--- src/hw/rtl/xcsfd_pkg.sv ---
// ----------------------------------------------------------------------------
// xcsfd_pkg
// Shared types, constants and tables of the XOR-checked sensor frame decoder.
// ----------------------------------------------------------------------------
package xcsfd_pkg;

  localparam int unsigned FRAME_BUFFER_BYTES = 128;
  localparam int unsigned FRACTION_BITS      = 12;

  // register indexes of the configuration port
  localparam logic [2:0] CFG_LEFT_BIAS   = 3'd0;
  localparam logic [2:0] CFG_RIGHT_BIAS  = 3'd1;
  localparam logic [2:0] CFG_LEFT_SCALE  = 3'd2;
  localparam logic [2:0] CFG_RIGHT_SCALE = 3'd3;
  localparam logic [2:0] CFG_ANGLE_SCALE = 3'd4;

  // status codes
  localparam logic [1:0] ST_OK       = 2'd0;
  localparam logic [1:0] ST_SHORT    = 2'd1;
  localparam logic [1:0] ST_CHECKSUM = 2'd2;

  // characters
  localparam logic [7:0] CHR_NL    = 8'h0A;
  localparam logic [7:0] CHR_STAR  = 8'h2A;
  localparam logic [7:0] CHR_COMMA = 8'h2C;
  localparam logic [7:0] CHR_PLUS  = 8'h2B;
  localparam logic [7:0] CHR_MINUS = 8'h2D;

  // table ranges
  localparam int LEFT_LOW    = 541;
  localparam int LEFT_HIGH   = 766;
  localparam int RIGHT_LOW   = 588;
  localparam int RIGHT_HIGH  = 763;
  localparam int ANGLE_LIMIT = 800;
  localparam int MAX_ACC     = 32768;

  typedef struct packed {
    logic signed [7:0]  left_bias;
    logic signed [7:0]  right_bias;
    logic signed [15:0] left_scale;
    logic signed [15:0] right_scale;
    logic signed [15:0] angle_scale;
  } cfg_t;

  // one finished line handed from parser to arithmetic
  typedef struct packed {
    logic [1:0]         status;
    logic signed [15:0] frame_id;
    logic signed [15:0] left_reading;
    logic signed [15:0] right_reading;
  } job_t;

  localparam logic [6:0] LEFT_ROM [0:LEFT_HIGH-LEFT_LOW-1] = '{
    7'd100,7'd95,7'd93,7'd90,7'd85,7'd83,7'd80,7'd78,7'd77,7'd75,
    7'd74,7'd73,7'd71,7'd70,7'd69,7'd68,7'd68,7'd67,7'd66,7'd65,
    7'd64,7'd64,7'd63,7'd63,7'd62,7'd61,7'd61,7'd60,7'd60,7'd59,
    7'd59,7'd58,7'd58,7'd58,7'd57,7'd57,7'd56,7'd56,7'd55,7'd55,
    7'd55,7'd55,7'd54,7'd54,7'd54,7'd54,7'd53,7'd53,7'd53,7'd53,
    7'd52,7'd52,7'd52,7'd52,7'd51,7'd51,7'd51,7'd51,7'd50,7'd50,
    7'd50,7'd49,7'd49,7'd49,7'd49,7'd48,7'd48,7'd48,7'd48,7'd47,
    7'd47,7'd47,7'd46,7'd46,7'd46,7'd46,
    7'd45,7'd45,7'd45,7'd45,7'd45,7'd45,
    7'd44,7'd44,7'd44,7'd44,7'd44,7'd44,7'd44,7'd44,7'd44,7'd44,
    7'd43,7'd43,7'd43,7'd43,7'd43,7'd43,7'd43,7'd43,7'd43,7'd43,
    7'd42,7'd42,7'd42,7'd42,7'd42,7'd42,7'd42,7'd42,7'd42,7'd42,
    7'd41,7'd41,7'd41,7'd41,7'd41,7'd41,7'd41,7'd41,7'd41,7'd41,
    7'd40,7'd40,7'd40,7'd40,7'd40,7'd40,7'd40,7'd40,7'd40,7'd40,
    7'd40,7'd40,7'd40,7'd40,
    7'd39,7'd39,7'd39,7'd39,7'd39,7'd39,7'd39,7'd39,7'd39,7'd39,
    7'd39,7'd39,7'd39,7'd39,7'd39,7'd39,7'd39,7'd39,7'd39,7'd39,
    7'd38,7'd38,7'd38,7'd38,7'd38,7'd38,7'd38,7'd38,7'd38,7'd38,
    7'd38,7'd38,7'd38,7'd38,7'd38,7'd38,7'd38,7'd38,7'd38,7'd38,
    7'd37,7'd37,7'd37,7'd37,7'd37,7'd37,7'd37,7'd37,7'd37,7'd37,
    7'd37,7'd37,7'd37,7'd37,7'd37,7'd37,7'd37,7'd37,7'd37,7'd37,
    7'd36,7'd36,7'd36,7'd36,7'd36,7'd36,7'd36,7'd36,7'd36,7'd36,
    7'd36,7'd36,7'd36,7'd36,7'd36,7'd36,7'd36,7'd36,7'd36,7'd36,
    7'd35,7'd35,7'd35,7'd35,7'd35,7'd35,7'd35,7'd35,7'd35
  };

  localparam logic [6:0] RIGHT_ROM [0:RIGHT_HIGH-RIGHT_LOW-1] = '{
    7'd95,7'd90,7'd85,7'd80,7'd75,7'd70,7'd65,7'd60,7'd55,7'd55,
    7'd54,7'd54,7'd54,7'd54,7'd50,7'd50,7'd50,7'd50,7'd50,
    7'd49,7'd49,7'd49,7'd49,7'd49,7'd49,7'd49,7'd49,
    7'd48,7'd48,7'd48,7'd48,7'd48,7'd48,7'd48,7'd48,7'd48,
    7'd47,7'd47,7'd47,7'd47,7'd47,7'd47,7'd47,7'd47,
    7'd46,7'd46,7'd46,7'd46,7'd46,7'd46,7'd46,7'd46,
    7'd45,7'd45,7'd45,7'd45,7'd45,7'd45,7'd45,7'd45,
    7'd44,7'd44,7'd44,7'd44,7'd44,7'd44,7'd44,7'd44,
    7'd43,7'd43,7'd43,7'd43,7'd43,7'd43,7'd43,7'd43,
    7'd42,7'd42,7'd42,7'd42,7'd42,7'd42,7'd42,
    7'd41,7'd41,7'd41,7'd41,7'd41,7'd41,7'd41,7'd41,
    7'd40,7'd40,7'd40,7'd40,7'd40,7'd40,7'd40,7'd40,7'd40,7'd40,7'd40,7'd40,
    7'd39,7'd39,7'd39,7'd39,7'd39,7'd39,7'd39,7'd39,
    7'd39,7'd39,7'd39,7'd39,7'd39,7'd39,7'd39,7'd39,
    7'd38,7'd38,7'd38,7'd38,7'd38,7'd38,7'd38,7'd38,
    7'd38,7'd38,7'd38,7'd38,7'd38,7'd38,7'd38,7'd38,
    7'd37,7'd37,7'd37,7'd37,7'd37,7'd37,7'd37,7'd37,
    7'd37,7'd37,7'd37,7'd37,7'd37,7'd37,7'd37,7'd37,
    7'd36,7'd36,7'd36,7'd36,7'd36,7'd36,7'd36,7'd36,
    7'd36,7'd36,7'd36,7'd36,7'd36,7'd36,7'd36,7'd36,
    7'd35,7'd35,7'd35,7'd35,7'd35,7'd35,7'd35,7'd35
  };

endpackage

--- src/hw/rtl/xcsfd_front.sv ---
// ----------------------------------------------------------------------------
// xcsfd_front
// Byte parser: checksum, hex check value and decimal fields of one line.
// ----------------------------------------------------------------------------
module xcsfd_front #(
  parameter int unsigned FrameBufferBytes = xcsfd_pkg::FRAME_BUFFER_BYTES
) (
  input  logic               clk_i,
  input  logic               rst_ni,
  input  logic               accept_i,
  input  logic [7:0]         rx_byte_i,
  output logic               push_o,
  output xcsfd_pkg::job_t    job_o
);
  import xcsfd_pkg::*;

  localparam logic [10:0] CountMax = 11'd2047;
  localparam logic [10:0] StarLast = 11'(FrameBufferBytes - 7);
  localparam logic [10:0] LineMax  = 11'(FrameBufferBytes);

  logic [10:0]        count_q, count_d;
  logic [7:0]         xor_q, xor_d;
  logic               star_q, star_d;
  logic [7:0]         hex_q, hex_d;
  logic               hex_done_q, hex_done_d;
  logic [2:0]         fidx_q, fidx_d;
  logic [16:0]        acc_q, acc_d;
  logic               act_q, act_d, seen_q, seen_d, neg_q, neg_d;
  logic signed [15:0] pf_q [3];
  logic signed [15:0] pf_d [3];

  logic [10:0]        count_inc;
  logic               is_digit, is_hex;
  logic [3:0]         nib;
  logic [20:0]        acc_mul;
  logic [16:0]        mag;
  logic signed [15:0] commit_val;
  logic               commit_ok;
  logic [1:0]         fsel;
  logic [2:0]         fidx_new;

  // classify the byte
  always_comb begin
    is_digit = rx_byte_i inside {[8'h30:8'h39]};
    is_hex   = 1'b1;
    nib      = 4'd0;
    if (is_digit) begin
      nib = rx_byte_i[3:0];
    end else if (rx_byte_i inside {[8'h61:8'h66], [8'h41:8'h46]}) begin
      nib = 4'(rx_byte_i[3:0] + 4'd9);
    end else begin
      is_hex = 1'b0;
    end
  end

  // value of the open field when it closes
  always_comb begin
    if (acc_q > 17'd32767) begin
      mag = neg_q ? 17'd32768 : 17'd32767;
    end else begin
      mag = acc_q;
    end
    commit_val = neg_q ? 16'(-mag) : mag[15:0];
    commit_ok  = act_q && (fidx_q >= 3'd1) && (fidx_q <= 3'd3);
    fsel       = 2'(fidx_q - 3'd1);
  end

  assign count_inc = (count_q == CountMax) ? count_q : 11'(count_q + 11'd1);
  assign acc_mul   = 21'({acc_q, 3'b000}) + 21'({acc_q, 1'b0}) + 21'(rx_byte_i[3:0]);
  assign fidx_new  = (fidx_q < 3'd7) ? 3'(fidx_q + 3'd1) : fidx_q;

  // next line state
  always_comb begin
    count_d    = count_inc;
    xor_d      = xor_q;
    star_d     = star_q;
    hex_d      = hex_q;
    hex_done_d = hex_done_q;
    fidx_d     = fidx_q;
    acc_d      = acc_q;
    act_d      = act_q;
    seen_d     = seen_q;
    neg_d      = neg_q;
    pf_d       = pf_q;
    push_o     = 1'b0;
    job_o      = '0;

    if (rx_byte_i == CHR_NL) begin
      // close the line and hand it on
      if (commit_ok) begin
        pf_d[fsel] = commit_val;
      end
      push_o              = accept_i;
      job_o.frame_id      = pf_d[0];
      job_o.left_reading  = pf_d[1];
      job_o.right_reading = pf_d[2];
      if (count_inc <= 11'd4) begin
        job_o.status = ST_SHORT;
      end else if (count_inc > LineMax) begin
        job_o.status = ST_CHECKSUM;
      end else if (!star_q || (xor_q != hex_q)) begin
        job_o.status = ST_CHECKSUM;
      end else begin
        job_o.status = ST_OK;
      end
      count_d    = '0;
      xor_d      = '0;
      star_d     = 1'b0;
      hex_d      = '0;
      hex_done_d = 1'b0;
      fidx_d     = '0;
      acc_d      = '0;
      act_d      = 1'b0;
      seen_d     = 1'b0;
      neg_d      = 1'b0;
      pf_d[0]    = '0;
      pf_d[1]    = '0;
      pf_d[2]    = '0;
    end else begin
      // checksum and check value
      if (star_q) begin
        if (!hex_done_q) begin
          if (is_hex) begin
            hex_d = {hex_q[3:0], nib};
          end else begin
            hex_done_d = 1'b1;
          end
        end
      end else if ((count_q >= 11'd1) && (count_q <= StarLast)) begin
        if (rx_byte_i == CHR_STAR) begin
          star_d = 1'b1;
        end else begin
          xor_d = xor_q ^ rx_byte_i;
        end
      end
      // decimal field
      if (act_q) begin
        if (!seen_q && (rx_byte_i == CHR_PLUS || rx_byte_i == CHR_MINUS)) begin
          seen_d = 1'b1;
          neg_d  = (rx_byte_i == CHR_MINUS);
        end else if (is_digit) begin
          seen_d = 1'b1;
          acc_d  = (acc_mul > 21'(MAX_ACC)) ? 17'(MAX_ACC) : acc_mul[16:0];
        end else begin
          if (commit_ok) begin
            pf_d[fsel] = commit_val;
          end
          act_d  = 1'b0;
          seen_d = 1'b0;
          neg_d  = 1'b0;
        end
      end
      // field separator opens the next field
      if (rx_byte_i == CHR_COMMA) begin
        fidx_d = fidx_new;
        if ((fidx_new >= 3'd1) && (fidx_new <= 3'd3)) begin
          acc_d  = '0;
          act_d  = 1'b1;
          seen_d = 1'b0;
          neg_d  = 1'b0;
        end
      end
    end
  end

  // hold line state between words
  always_ff @(posedge clk_i or negedge rst_ni) begin
    if (!rst_ni) begin
      count_q    <= '0;
      xor_q      <= '0;
      star_q     <= 1'b0;
      hex_q      <= '0;
      hex_done_q <= 1'b0;
      fidx_q     <= '0;
      acc_q      <= '0;
      act_q      <= 1'b0;
      seen_q     <= 1'b0;
      neg_q      <= 1'b0;
      pf_q[0]    <= '0;
      pf_q[1]    <= '0;
      pf_q[2]    <= '0;
    end else if (accept_i) begin
      count_q    <= count_d;
      xor_q      <= xor_d;
      star_q     <= star_d;
      hex_q      <= hex_d;
      hex_done_q <= hex_done_d;
      fidx_q     <= fidx_d;
      acc_q      <= acc_d;
      act_q      <= act_d;
      seen_q     <= seen_d;
      neg_q      <= neg_d;
      pf_q       <= pf_d;
    end
  end

endmodule

--- src/hw/rtl/xcsfd_queue.sv ---
// ----------------------------------------------------------------------------
// xcsfd_queue
// Two-entry queue of finished lines between parser and arithmetic.
// ----------------------------------------------------------------------------
module xcsfd_queue (
  input  logic            clk_i,
  input  logic            rst_ni,
  input  logic            push_i,
  input  xcsfd_pkg::job_t job_i,
  output logic            full_o,
  input  logic            pop_i,
  output logic            valid_o,
  output xcsfd_pkg::job_t job_o
);
  import xcsfd_pkg::*;

  job_t       mem_q [2];
  logic       wr_q, rd_q;
  logic [1:0] cnt_q;

  assign full_o  = (cnt_q == 2'd2);
  assign valid_o = (cnt_q != 2'd0);
  assign job_o   = mem_q[rd_q];

  // store entry
  always_ff @(posedge clk_i) begin
    if (push_i) begin
      mem_q[wr_q] <= job_i;
    end
  end

  // advance pointers
  always_ff @(posedge clk_i or negedge rst_ni) begin
    if (!rst_ni) begin
      wr_q  <= 1'b0;
      rd_q  <= 1'b0;
      cnt_q <= '0;
    end else begin
      if (push_i) begin
        wr_q <= ~wr_q;
      end
      if (pop_i) begin
        rd_q <= ~rd_q;
      end
      cnt_q <= 2'(cnt_q + 2'(push_i) - 2'(pop_i));
    end
  end

endmodule

--- src/hw/rtl/xcsfd_back.sv ---
// ----------------------------------------------------------------------------
// xcsfd_back
// Table lookup, scaling through one shared multiplier, last-good hold and
// the output register.
// ----------------------------------------------------------------------------
module xcsfd_back #(
  parameter int unsigned FractionBits = xcsfd_pkg::FRACTION_BITS
) (
  input  logic                clk_i,
  input  logic                rst_ni,
  input  xcsfd_pkg::cfg_t     cfg_i,
  input  logic                job_valid_i,
  input  xcsfd_pkg::job_t     job_i,
  output logic                pop_o,
  output logic                out_valid_o,
  input  logic                out_ready_i,
  output logic [1:0]          status_o,
  output logic signed [15:0]  frame_id_o,
  output logic signed [15:0]  left_reading_o,
  output logic signed [15:0]  right_reading_o,
  output logic signed [15:0]  left_distance_o,
  output logic signed [15:0]  right_distance_o,
  output logic signed [10:0]  steer_angle_o
);
  import xcsfd_pkg::*;

  localparam logic signed [33:0] Half = 34'sd1 <<< (FractionBits - 1);

  typedef enum logic [6:0] {
    S_IDLE   = 7'b0000001,
    S_LMUL   = 7'b0000010,
    S_RMUL   = 7'b0000100,
    S_RCAP   = 7'b0001000,
    S_AMUL   = 7'b0010000,
    S_COMMIT = 7'b0100000,
    S_EMIT   = 7'b1000000
  } state_e;

  state_e             state_q, state_d;
  job_t               job_q;
  logic signed [32:0] prod_q;
  logic signed [15:0] dl_q, dr_q;
  logic signed [15:0] lg_q [5];
  logic signed [10:0] lg_angle_q;

  logic signed [16:0] mul_a;
  logic signed [15:0] mul_b;
  logic signed [33:0] rsum, rsh;
  logic signed [15:0] rsat;
  logic signed [10:0] rclamp;
  logic [7:0]         il, ir;
  logic signed [11:0] sl, sr;
  logic signed [11:0] lo_ext, ro_ext;
  logic               out_free;

  assign out_free = !out_valid_o || out_ready_i;
  assign pop_o    = (state_q == S_IDLE) && job_valid_i;

  // clamp raw readings into table index
  always_comb begin
    if (job_q.left_reading < 16'(LEFT_LOW)) begin
      il = '0;
    end else if (job_q.left_reading >= 16'(LEFT_HIGH)) begin
      il = 8'(LEFT_HIGH - LEFT_LOW - 1);
    end else begin
      il = 8'(job_q.left_reading - 16'(LEFT_LOW));
    end
    if (job_q.right_reading < 16'(RIGHT_LOW)) begin
      ir = '0;
    end else if (job_q.right_reading >= 16'(RIGHT_HIGH)) begin
      ir = 8'(RIGHT_HIGH - RIGHT_LOW - 1);
    end else begin
      ir = 8'(job_q.right_reading - 16'(RIGHT_LOW));
    end
    lo_ext = 12'(cfg_i.left_bias);
    ro_ext = 12'(cfg_i.right_bias);
    sl = $signed({5'b0, LEFT_ROM[il]}) + (lo_ext <<< 3) + (lo_ext <<< 1);
    sr = $signed({5'b0, RIGHT_ROM[ir]}) + (ro_ext <<< 3) + (ro_ext <<< 1);
  end

  // select multiplier operands
  always_comb begin
    mul_a = 17'(sl);
    mul_b = cfg_i.left_scale;
    case (state_q)
      S_RMUL: begin
        mul_a = 17'(sr);
        mul_b = cfg_i.right_scale;
      end
      S_AMUL: begin
        mul_a = 17'(dl_q) - 17'(dr_q);
        mul_b = cfg_i.angle_scale;
      end
      default: begin
        mul_a = 17'(sl);
        mul_b = cfg_i.left_scale;
      end
    endcase
  end

  // round half up, then saturate or clamp
  always_comb begin
    rsum = 34'(prod_q) + Half;
    rsh  = rsum >>> FractionBits;
    if (rsh > 34'sd32767) begin
      rsat = 16'sd32767;
    end else if (rsh < -34'sd32768) begin
      rsat = -16'sd32768;
    end else begin
      rsat = rsh[15:0];
    end
    if (rsh > 34'(ANGLE_LIMIT)) begin
      rclamp = 11'(ANGLE_LIMIT);
    end else if (rsh < -34'(ANGLE_LIMIT)) begin
      rclamp = -11'(ANGLE_LIMIT);
    end else begin
      rclamp = rsh[10:0];
    end
  end

  // sequence the work of one line
  always_comb begin
    state_d = state_q;
    case (state_q)
      S_IDLE: begin
        if (job_valid_i) begin
          state_d = (job_i.status == ST_OK) ? S_LMUL : S_EMIT;
        end
      end
      S_LMUL:   state_d = S_RMUL;
      S_RMUL:   state_d = S_RCAP;
      S_RCAP:   state_d = S_AMUL;
      S_AMUL:   state_d = S_COMMIT;
      S_COMMIT: state_d = S_EMIT;
      S_EMIT: begin
        if (out_free) begin
          state_d = S_IDLE;
        end
      end
      default:  state_d = S_IDLE;
    endcase
  end

  always_ff @(posedge clk_i or negedge rst_ni) begin
    if (!rst_ni) begin
      state_q <= S_IDLE;
    end else begin
      state_q <= state_d;
    end
  end

  // datapath registers
  always_ff @(posedge clk_i) begin
    if (pop_o) begin
      job_q <= job_i;
    end
    prod_q <= mul_a * mul_b;
    if (state_q == S_RMUL) begin
      dl_q <= rsat;
    end
    if (state_q == S_RCAP) begin
      dr_q <= rsat;
    end
  end

  // hold the last good frame
  always_ff @(posedge clk_i or negedge rst_ni) begin
    if (!rst_ni) begin
      lg_q[0]    <= '0;
      lg_q[1]    <= '0;
      lg_q[2]    <= '0;
      lg_q[3]    <= '0;
      lg_q[4]    <= '0;
      lg_angle_q <= '0;
    end else if (state_q == S_COMMIT) begin
      lg_q[0]    <= job_q.frame_id;
      lg_q[1]    <= job_q.left_reading;
      lg_q[2]    <= job_q.right_reading;
      lg_q[3]    <= dl_q;
      lg_q[4]    <= dr_q;
      lg_angle_q <= rclamp;
    end
  end

  // output register
  always_ff @(posedge clk_i or negedge rst_ni) begin
    if (!rst_ni) begin
      out_valid_o <= 1'b0;
    end else if ((state_q == S_EMIT) && out_free) begin
      out_valid_o <= 1'b1;
    end else if (out_ready_i) begin
      out_valid_o <= 1'b0;
    end
  end

  always_ff @(posedge clk_i) begin
    if ((state_q == S_EMIT) && out_free) begin
      status_o         <= job_q.status;
      frame_id_o       <= lg_q[0];
      left_reading_o   <= lg_q[1];
      right_reading_o  <= lg_q[2];
      left_distance_o  <= lg_q[3];
      right_distance_o <= lg_q[4];
      steer_angle_o    <= lg_angle_q;
    end
  end

endmodule

--- src/hw/rtl/xor_checked_sensor_frame_decoder.sv ---
// ----------------------------------------------------------------------------
// xor_checked_sensor_frame_decoder
// Decodes checksummed text lines into scaled distance and steering words.
// ----------------------------------------------------------------------------
// Usage:
//   Input channel (in_valid_i/in_ready_o, rx_byte_i) takes one character per
//   word; newline closes a line. Each line gives exactly one result word on
//   the output channel (out_valid_o/out_ready_i): status plus six values.
//   A non-newline character is parsed in the cycle it is taken, so bytes may
//   arrive back to back. A newline hands the line to a two-entry queue; the
//   arithmetic side then steps a good line through S_LMUL, S_RMUL, S_RCAP,
//   S_AMUL, S_COMMIT and S_EMIT (three products through one 17x16
//   multiplier, each registered) and sends an error line straight to S_EMIT.
//   Input stalls only while the queue holds two lines.
//   The configuration channel (cfg_valid_i/cfg_ready_o) is always ready;
//   write it only while no line is in flight.
//   Reset clears the line state, the queue, the output valid flag and the
//   last good frame, and loads the default offsets and unity scales.
//   A stalled receiver holds the output word; work behind it waits in the
//   queue and then at the input.
// ----------------------------------------------------------------------------
module xor_checked_sensor_frame_decoder #(
  parameter int unsigned FrameBufferBytes = xcsfd_pkg::FRAME_BUFFER_BYTES,
  parameter int unsigned FractionBits     = xcsfd_pkg::FRACTION_BITS
) (
  input  logic               clk_i,
  input  logic               rst_ni,
  input  logic               in_valid_i,
  output logic               in_ready_o,
  input  logic [7:0]         rx_byte_i,
  output logic               out_valid_o,
  input  logic               out_ready_i,
  output logic [1:0]         status_o,
  output logic signed [15:0] frame_id_o,
  output logic signed [15:0] left_reading_o,
  output logic signed [15:0] right_reading_o,
  output logic signed [15:0] left_distance_o,
  output logic signed [15:0] right_distance_o,
  output logic signed [10:0] steer_angle_o,
  input  logic               cfg_valid_i,
  output logic               cfg_ready_o,
  input  logic [2:0]         cfg_index_i,
  input  logic [15:0]        cfg_data_i
);
  import xcsfd_pkg::*;

  cfg_t cfg_q;
  job_t push_job, q_job;
  logic push, q_full, q_valid, pop, accept;

  assign cfg_ready_o = 1'b1;
  assign in_ready_o  = !q_full;
  assign accept      = in_valid_i && in_ready_o;

  // configuration registers
  always_ff @(posedge clk_i or negedge rst_ni) begin
    if (!rst_ni) begin
      cfg_q.left_bias   <= '0;
      cfg_q.right_bias  <= '0;
      cfg_q.left_scale  <= 16'sd4096;
      cfg_q.right_scale <= 16'sd4096;
      cfg_q.angle_scale <= 16'sd4096;
    end else if (cfg_valid_i) begin
      case (cfg_index_i)
        CFG_LEFT_BIAS:   cfg_q.left_bias   <= cfg_data_i[7:0];
        CFG_RIGHT_BIAS:  cfg_q.right_bias  <= cfg_data_i[7:0];
        CFG_LEFT_SCALE:  cfg_q.left_scale  <= cfg_data_i;
        CFG_RIGHT_SCALE: cfg_q.right_scale <= cfg_data_i;
        CFG_ANGLE_SCALE: cfg_q.angle_scale <= cfg_data_i;
        default: ;
      endcase
    end
  end

  xcsfd_front #(
    .FrameBufferBytes(FrameBufferBytes)
  ) u_front (
    .clk_i    (clk_i),
    .rst_ni   (rst_ni),
    .accept_i (accept),
    .rx_byte_i(rx_byte_i),
    .push_o   (push),
    .job_o    (push_job)
  );

  xcsfd_queue u_queue (
    .clk_i  (clk_i),
    .rst_ni (rst_ni),
    .push_i (push),
    .job_i  (push_job),
    .full_o (q_full),
    .pop_i  (pop),
    .valid_o(q_valid),
    .job_o  (q_job)
  );

  xcsfd_back #(
    .FractionBits(FractionBits)
  ) u_back (
    .clk_i           (clk_i),
    .rst_ni          (rst_ni),
    .cfg_i           (cfg_q),
    .job_valid_i     (q_valid),
    .job_i           (q_job),
    .pop_o           (pop),
    .out_valid_o     (out_valid_o),
    .out_ready_i     (out_ready_i),
    .status_o        (status_o),
    .frame_id_o      (frame_id_o),
    .left_reading_o  (left_reading_o),
    .right_reading_o (right_reading_o),
    .left_distance_o (left_distance_o),
    .right_distance_o(right_distance_o),
    .steer_angle_o   (steer_angle_o)
  );

endmodule
--- config.mk ---
export PLATFORM = sky130hd
export DESIGN_NAME = xor_checked_sensor_frame_decoder
export DESIGN_NICKNAME = d
export VERILOG_FILES = /design/src/hw/rtl/xcsfd_pkg.sv /design/src/hw/rtl/xcsfd_front.sv /design/src/hw/rtl/xcsfd_queue.sv /design/src/hw/rtl/xcsfd_back.sv /design/src/hw/rtl/xor_checked_sensor_frame_decoder.sv
export SDC_FILE = /design/constraint.sdc
export NUM_CORES = 2
export LEC_CHECK = 0
export ABC_CLOCK_PERIOD_IN_PS = 14700
export BUFFER_PORTS_ARGS = -buffer_cell sky130_fd_sc_hd__buf_4
export CORE_MARGIN = 4
export CORE_UTILIZATION = 52
export CTS_CLUSTER_SIZE = 14
export DETAILED_ROUTE_END_ITERATION = 16
export GPL_TIMING_DRIVEN = 0
export PLACE_DENSITY = 0.76
export SYNTH_ARGS = -nofsm -noshare
export SYNTH_HDL_FRONTEND = slang
export SYNTH_SLANG_ARGS = --single-unit
--- constraint.sdc ---
create_clock -name clk_i -period 14.7 [get_ports clk_i]
set_input_delay 4.41 -clock clk_i [delete_from_list [all_inputs] [get_ports clk_i]]
set_output_delay 4.41 -clock clk_i [all_outputs]
set_load 0.01 [all_outputs]
* Yosys cells after proc, flatten, opt, wreduce, memory -nomap -nowiden
Memory sizes are Yosys's and may differ from the RTL's.
Cells that the tools add are included.
W data, S select, Z words.
** Cells by class
- Reductions and logical operators :: 40
- Equality and inequality tests :: 26
- $mul :: 1
- Muxes and demuxes :: 86
- Order comparisons :: 29
- Bitwise gates (word level) :: 6
- $add $sub $neg :: 17
** Operator list (number)
- $mux W48 :: 5
- $mux W17 :: 7
- $mux W16 :: 6
- $mux W8 :: 12
- $mux W50 :: 1
- $mux W7 :: 7
- $pmux W7 S7 :: 1
- $bwmux W48 :: 1
- $mux W11 :: 4
- $add A33 B13 Y34 const B :: 1
- $pmux W17 S2 :: 1
- $mul A17 B16 Y33 :: 1
- $demux W16 S2 :: 1
- $eq A8 B6 Y1 const B :: 4
- $ge A16 B11 Y1 const B :: 2
- $lt A16 B11 Y1 const B :: 2
- $pmux W16 S2 :: 1
- $mux W1 :: 31
- $add A12 B9 Y12 :: 2
- $add A8 B11 Y12 :: 2
- $gt A22 B11 Y1 const B :: 1
- $gt A22 B16 Y1 const B :: 1
- $lt A22 B11 Y1 const B :: 1
- $lt A22 B16 Y1 const B :: 1
- other kinds (59) :: 109
** Word-level totals
- Bits in writable memories :: 100
- Word-level logic and storage cells :: 251
- Output and inout port bits :: 96
- Memories :: 3
- Bits in read-only memories :: 3584
- Flip-flop bits (word level) :: 475
** Memories
- (no name shown) :: depth 256, bits a word 7, read ports 1, clocked after memory_dff 0, write ports 0, line xcsfd_back.sv:78 : sr = $signed({5'b0, RIGHT_ROM[ir]}) + (ro_ext <<< 3) + (ro_ext <<< 1);
- (no name shown) :: depth 256, bits a word 7, read ports 1, clocked after memory_dff 0, write ports 0, line xcsfd_back.sv:77 : sl = $signed({5'b0, LEFT_ROM[il]}) + (lo_ext <<< 3) + (lo_ext <<< 1);
- u_queue.mem_q :: depth 2, bits a word 50, read ports 1, clocked after memory_dff 0, write ports 1, line xcsfd_queue.sv:17 : job_t mem_q [2];

* Logic depth before layout (Yosys ltp)
- Depth in word-level cells :: 12
- Gate-level depth with buffers :: 59
- Gate-level depth less buffers :: 56

* Hierarchy
Synthesis repeated with hierarchy kept, for this count alone.
** Second synthesis, totals
- Cells, all modules :: 3711
- Area, all modules :: 38379.3 um2
** Modules (own cells, without submodules)
- xcsfd_back :: area an instance 24531.0 um2, cells an instance 2500, times used 1
- xcsfd_front :: area an instance 7219.4 um2, cells an instance 897, times used 1
- xcsfd_queue :: area an instance 4060.1 um2, cells an instance 171, times used 1
- xor_checked_sensor_frame_decoder :: area an instance 2568.7 um2, cells an instance 143, times used 1

* Worst setup path before layout
No wires, ideal clock.
- Path kind :: register -> register
- From :: register u_back.job_q[16] (netlist bit)
- To :: register u_back.prod_q[30]
- Buffers on the path :: 4
- Required time :: 14.612 ns
- Setup time :: 0.088 ns
- Setup slack :: 2.949 ns
- Arrival time :: 11.663 ns
- Stages on the path, launching flop included :: 53
- Clock period less this slack :: 11.751 ns
- Path through :: edfxtp_1 -> inv_1 -> ha_1 -> and4b_1 -> o2111ai_1 -> o21ba_2 -> clkbuf_1 -> nand2_1 -> inv_1 -> ha_1 -> clkbuf_1 -> a32oi_1 -> a21oi_1 -> o21ai_0 -> o31ai_1 -> a21o_1 -> mux2i_1 -> fa_1 -> [... 17 more ...] -> fa_1 -> fa_1 -> fa_1 -> inv_1 -> fa_1 -> inv_1 -> ha_1 -> a21o_1 -> a21oi_1 -> nor2b_1 -> o21ai_0 -> a21oi_1 -> o21ai_0 -> a21oi_1 -> nor2_1 -> nor2_1 -> a221o_1 -> a311oi_2
** On the way
- Longest elaborated chain between the ends :: 11
** Ends and longest elaborated chain
- start: declaration :: line xcsfd_back.sv:40 : job_t job_q;
- start signal: assignment :: line xcsfd_back.sv:155 : job_q <= job_i;
- $ge A16 B11 Y1 / $sub A8 B6 Y8 (equally long branches) :: line xcsfd_back.sv:63, xcsfd_back.sv:66
- $mux W8 :: line xcsfd_back.sv:63 : end else if (job_q.left_reading >= 16'(LEFT_HIGH)) begin
- $mux W8 (*) :: line xcsfd_back.sv:61 : if (job_q.left_reading < 16'(LEFT_LOW)) begin
- $not A8 Y9 (not written as such) (*) :: line xcsfd_back.sv:77
- $mem_v2 Z256 W7 (*)
- $mux W7 (not written as such) (*) (2 in a row) :: line xcsfd_back.sv:77
- $add A8 B11 Y12 (*) :: line xcsfd_back.sv:77
- $add A12 B9 Y12 (*) :: line xcsfd_back.sv:77
- $pmux W17 S2 (*) :: line xcsfd_back.sv:85 : case (state_q)
- $mul A17 B16 Y33 (*) :: line xcsfd_back.sv:157 : prod_q <= mul_a * mul_b;
- end signal: assignment :: line xcsfd_back.sv:157
- end: declaration :: line xcsfd_back.sv:41 : logic signed [32:0] prod_q;
Mark *: on every way between the ends. The rest lies on a longest branch, timed or not. The select of a mux whose other input is x is not followed.
A chain may end at the register's enable or synchronous reset.

* Worst setup path after layout
Same ends and word-level chain as after synthesis.

==> metrics <==
status completed; crit path max-delay cell type fa_2; Post-Route WL 96,800 µm; Crit Path Max Fanout 10; Fmax 0.0720 GHz; # IOs 128; dpl cell area 39,900 µm²; EDFF count, synth 275; clock skew 0.0505 ns; initial antenna violation count 4; Net Count, Synth 4,183; die span in x 277 µm; Place WS 0.979 ns; worst hold start u_back.job_q[48]; Final setup viols 0; synthesized area per cell 10.2 µm²; DR vias/cell 5.80; synthesis warning total 0; top cells by area, synth edfxtp_1, dfrtp_1, fa_1, ha_1, nand2_1; H-tree level count 2; crit-path max cell delay 0.77 ns; setup TNS 0 ns; startpoint types flip-flop; Yosys cell types 92; total CTS buffers 57; Crit path required time 15.23 ns; worst slew pin tran 1.48 ns; largest net degree at the start of global routing 118; CP arrival 14.42 ns; Setup crit end kind flip-flop; Vias 28,300; clk root buf clkbuf_16; worst-case headroom to the max-slew limit 1.64%; Routability Congestion 0.979; die area 76,500 µm²; FILL cells 5,786; DP HPWL 73,900 µm; DRT iter0 DRCs 2,597; CTS tree built; row cnt 98; Layout Area Growth over Synthesis 11.8%; CP most frequent cell a21oi_1; post-cts hold buffer count 0; RR Startpoint u_back.job_q[16]; Wirelength per Cell 19.9 µm; synthesized flop and latch total 564; post_cts resized 0; Hold Crit Class reg2reg; Synth area leader edfxtp_1; Post-Layout Inst Area 41,900 µm²; share of post-route cells with drive strength above 1 10.3%; Final min period 13.89 ns; final hold violations 0; async set or reset register ratio after synthesis 47.3%; register-to-register setup slack 0.81 ns; Max Root-Sink Buffers 3; DIE HEIGHT 277 µm; synthesized instance count 3,675; commonest non-fill, non-tap cells in the layout nand2_1, inv_1, nor2_1; top_reg_cell synth edfxtp_1; RSZ-0062 raised after global routing false; clock sink total 564; Hold Path Depth 0; Core Area 71,500 µm²; Final WS setup 0.813 ns; Overall Global Routing Usage 25.0%; mapped cell area 37,500 µm²; Hold Path End u_back.status_o[0]; Final #Nets 4,383; initial core utilization 52.5%; wire length of the first global-routing pass 154,000 µm; input/output buffers 124; Clock transition at path regs 0.06 ns; count of final max-slew check failures 0; Seq/Total Area, Yosys 41.0%; most common cell after layout, fill and taps aside nand2_1; Tcrit/Tclk final 94.5%; worst reg2reg path depth 52; number of global-route vias before repair 28,000; Yosys top cell area share 22.0%; final hold slack 0.437 ns; worst reg2reg path endpoint u_back.prod_q[30]; post-CTS setup buffers 0; DRT antenna net count 0; MaxCap Viol Count 0; grt total ovfl 0; Worst Setup Path Type reg2reg; First-pass DRT Iterations 6; worst skew pair latency 0.65 ns; Post-route DRC 0
synth_stat cells (7+ instances only):
| cell | instances |
|---|---|
| nand2_1 | 511 |
| inv_1 | 427 |
| nor2_1 | 338 |
| fa_1 | 289 |
| edfxtp_1 | 275 |
| dfrtp_1 | 263 |
| o21ai_0 | 194 |
| ha_1 | 187 |
| a21oi_1 | 158 |
| clkbuf_1 | 140 |
| mux2_2 | 110 |
| xnor2_1 | 61 |
| nor3_1 | 55 |
| xor2_1 | 48 |
| nand3_1 | 46 |
| a211oi_1 | 40 |
| nand2b_1 | 35 |
| and3_1 | 34 |
| a22o_1 | 26 |
| dfxtp_1 | 22 |
| a21o_1 | 21 |
| a221o_1 | 21 |
| a31oi_1 | 20 |
| nand4_1 | 20 |
| a221oi_1 | 18 |
| and2_1 | 17 |
| o21ai_1 | 17 |
| nor2b_1 | 16 |
| o21a_1 | 16 |
| o31ai_1 | 15 |
| o21bai_1 | 14 |
| nor3b_1 | 13 |
| nor4_1 | 12 |
| or2_2 | 11 |
| or3_1 | 11 |
| nand3b_1 | 10 |
| o211ai_1 | 10 |
| mux2i_1 | 9 |
| o2111ai_1 | 8 |
| o41ai_1 | 8 |
| a31o_2 | 7 |
through the flow:
stage / std cells / utilization [%]
5_1_grt: 4875 / 58.7
3_5_place_dp: 4765 / 55.8
4_1_cts: 4873 / 58.6
6_report: 4878 / 58.7
2_1_floorplan: 3675 / -
3_3_place_gp: 4749 / 55.4
metal layers:
metal  vias to the layer above  track usage (%)  routed length, µm
li1                      12900                -                  -
met1                     13900             34.8              40700
met5                         -                0                 22
met2                      1287             38.8              43000
met3                       243             5.81               9280
met4                         4             8.61               3870
how the worst max path moves through the flow:
stage	to	from	slack (ns)
global placement	u_back.prod_q[32]	u_back.job_q[16]	0.97
finish	u_back.prod_q[30]	u_back.job_q[16]	0.81
floorplan	u_back.prod_q[30]	u_back.job_q[16]	2.95
detailed placement	u_back.prod_q[32]	u_back.job_q[16]	0.98
CTS	u_back.prod_q[32]	u_back.job_q[16]	0.93
global route	u_back.prod_q[30]	u_back.job_q[16]	0.1
area by class of cell:
| class | count | area (µm²) | area share [%] |
|---|---|---|---|
| Sequential cell | 564 | 15400 | 36.7 |
| Antenna cell | 4 | 10.0 | 0.0239 |
| Timing Repair Buffer | 141 | 1180 | 2.81 |
| Inverter | 428 | 1610 | 3.83 |
| Buffer | 148 | 563 | 1.34 |
| Clock inverter | 30 | 422 | 1.01 |
| Multi-Input combinational cell | 2535 | 20000 | 47.7 |
| Clock buffer | 78 | 1600 | 3.81 |
| Tap cell | 950 | 1190 | 2.83 |
cell families (layout without fill, tap and decap cells):
kind of cell / count (synthesis) / count (layout) / share of synthesized area, %
buffers and inverters: 576 / 825 / 5.78
AOI/OAI and AO/OA: 666 / 666 / 11.6
other: 1 / 5 / 0.0100
DFF: 564 / 564 / 41.0
adders and majority gates: 476 / 476 / 21.7
and+or+nand+nor: 1164 / 1164 / 13.8
muxes: 119 / 119 / 3.54
xor gates and xnor gates: 109 / 109 / 2.55
critical path, delay by kind of cell, from the launching register on:
| kind | cells | cell delay (ns) |
|---|---|---|
| AND/OR/NAND/NOR | 8 | 1.61 |
| multiplexers | 1 | 0.17 |
| flip-flops | 1 | 0.52 |
| buffers and inverters | 9 | 2.08 |
| AO/OA/AOI/OAI | 23 | 4.17 |
| adder cells (fa/ha/maj) | 11 | 5.23 |
flip-flops by register name (all words and copies together), names as in the netlist, 8 cells and up:
name and cells:
u_back.dl_q 16, u_back.lg_q 80, u_back.frame_id_o 16, u_front.hex_q 8, u_back.right_reading_o 16, u_back.prod_q 22
u_front.count_q 11, u_back.job_q 50, u_back.steer_angle_o 11, cfg_q 64, u_back.left_distance_o 16, u_front.pf_q 48
u_front.acc_q 17, u_front.xor_q 8, u_queue.mem_q 100, u_back.lg_angle_q 11, u_back.left_reading_o 16, u_back.right_distance_o 16
u_back.dr_q 16
Power is left out: the tool's default activity adds up to more than one toggle a clock period on the data nets, which glitch-free logic cannot reach.
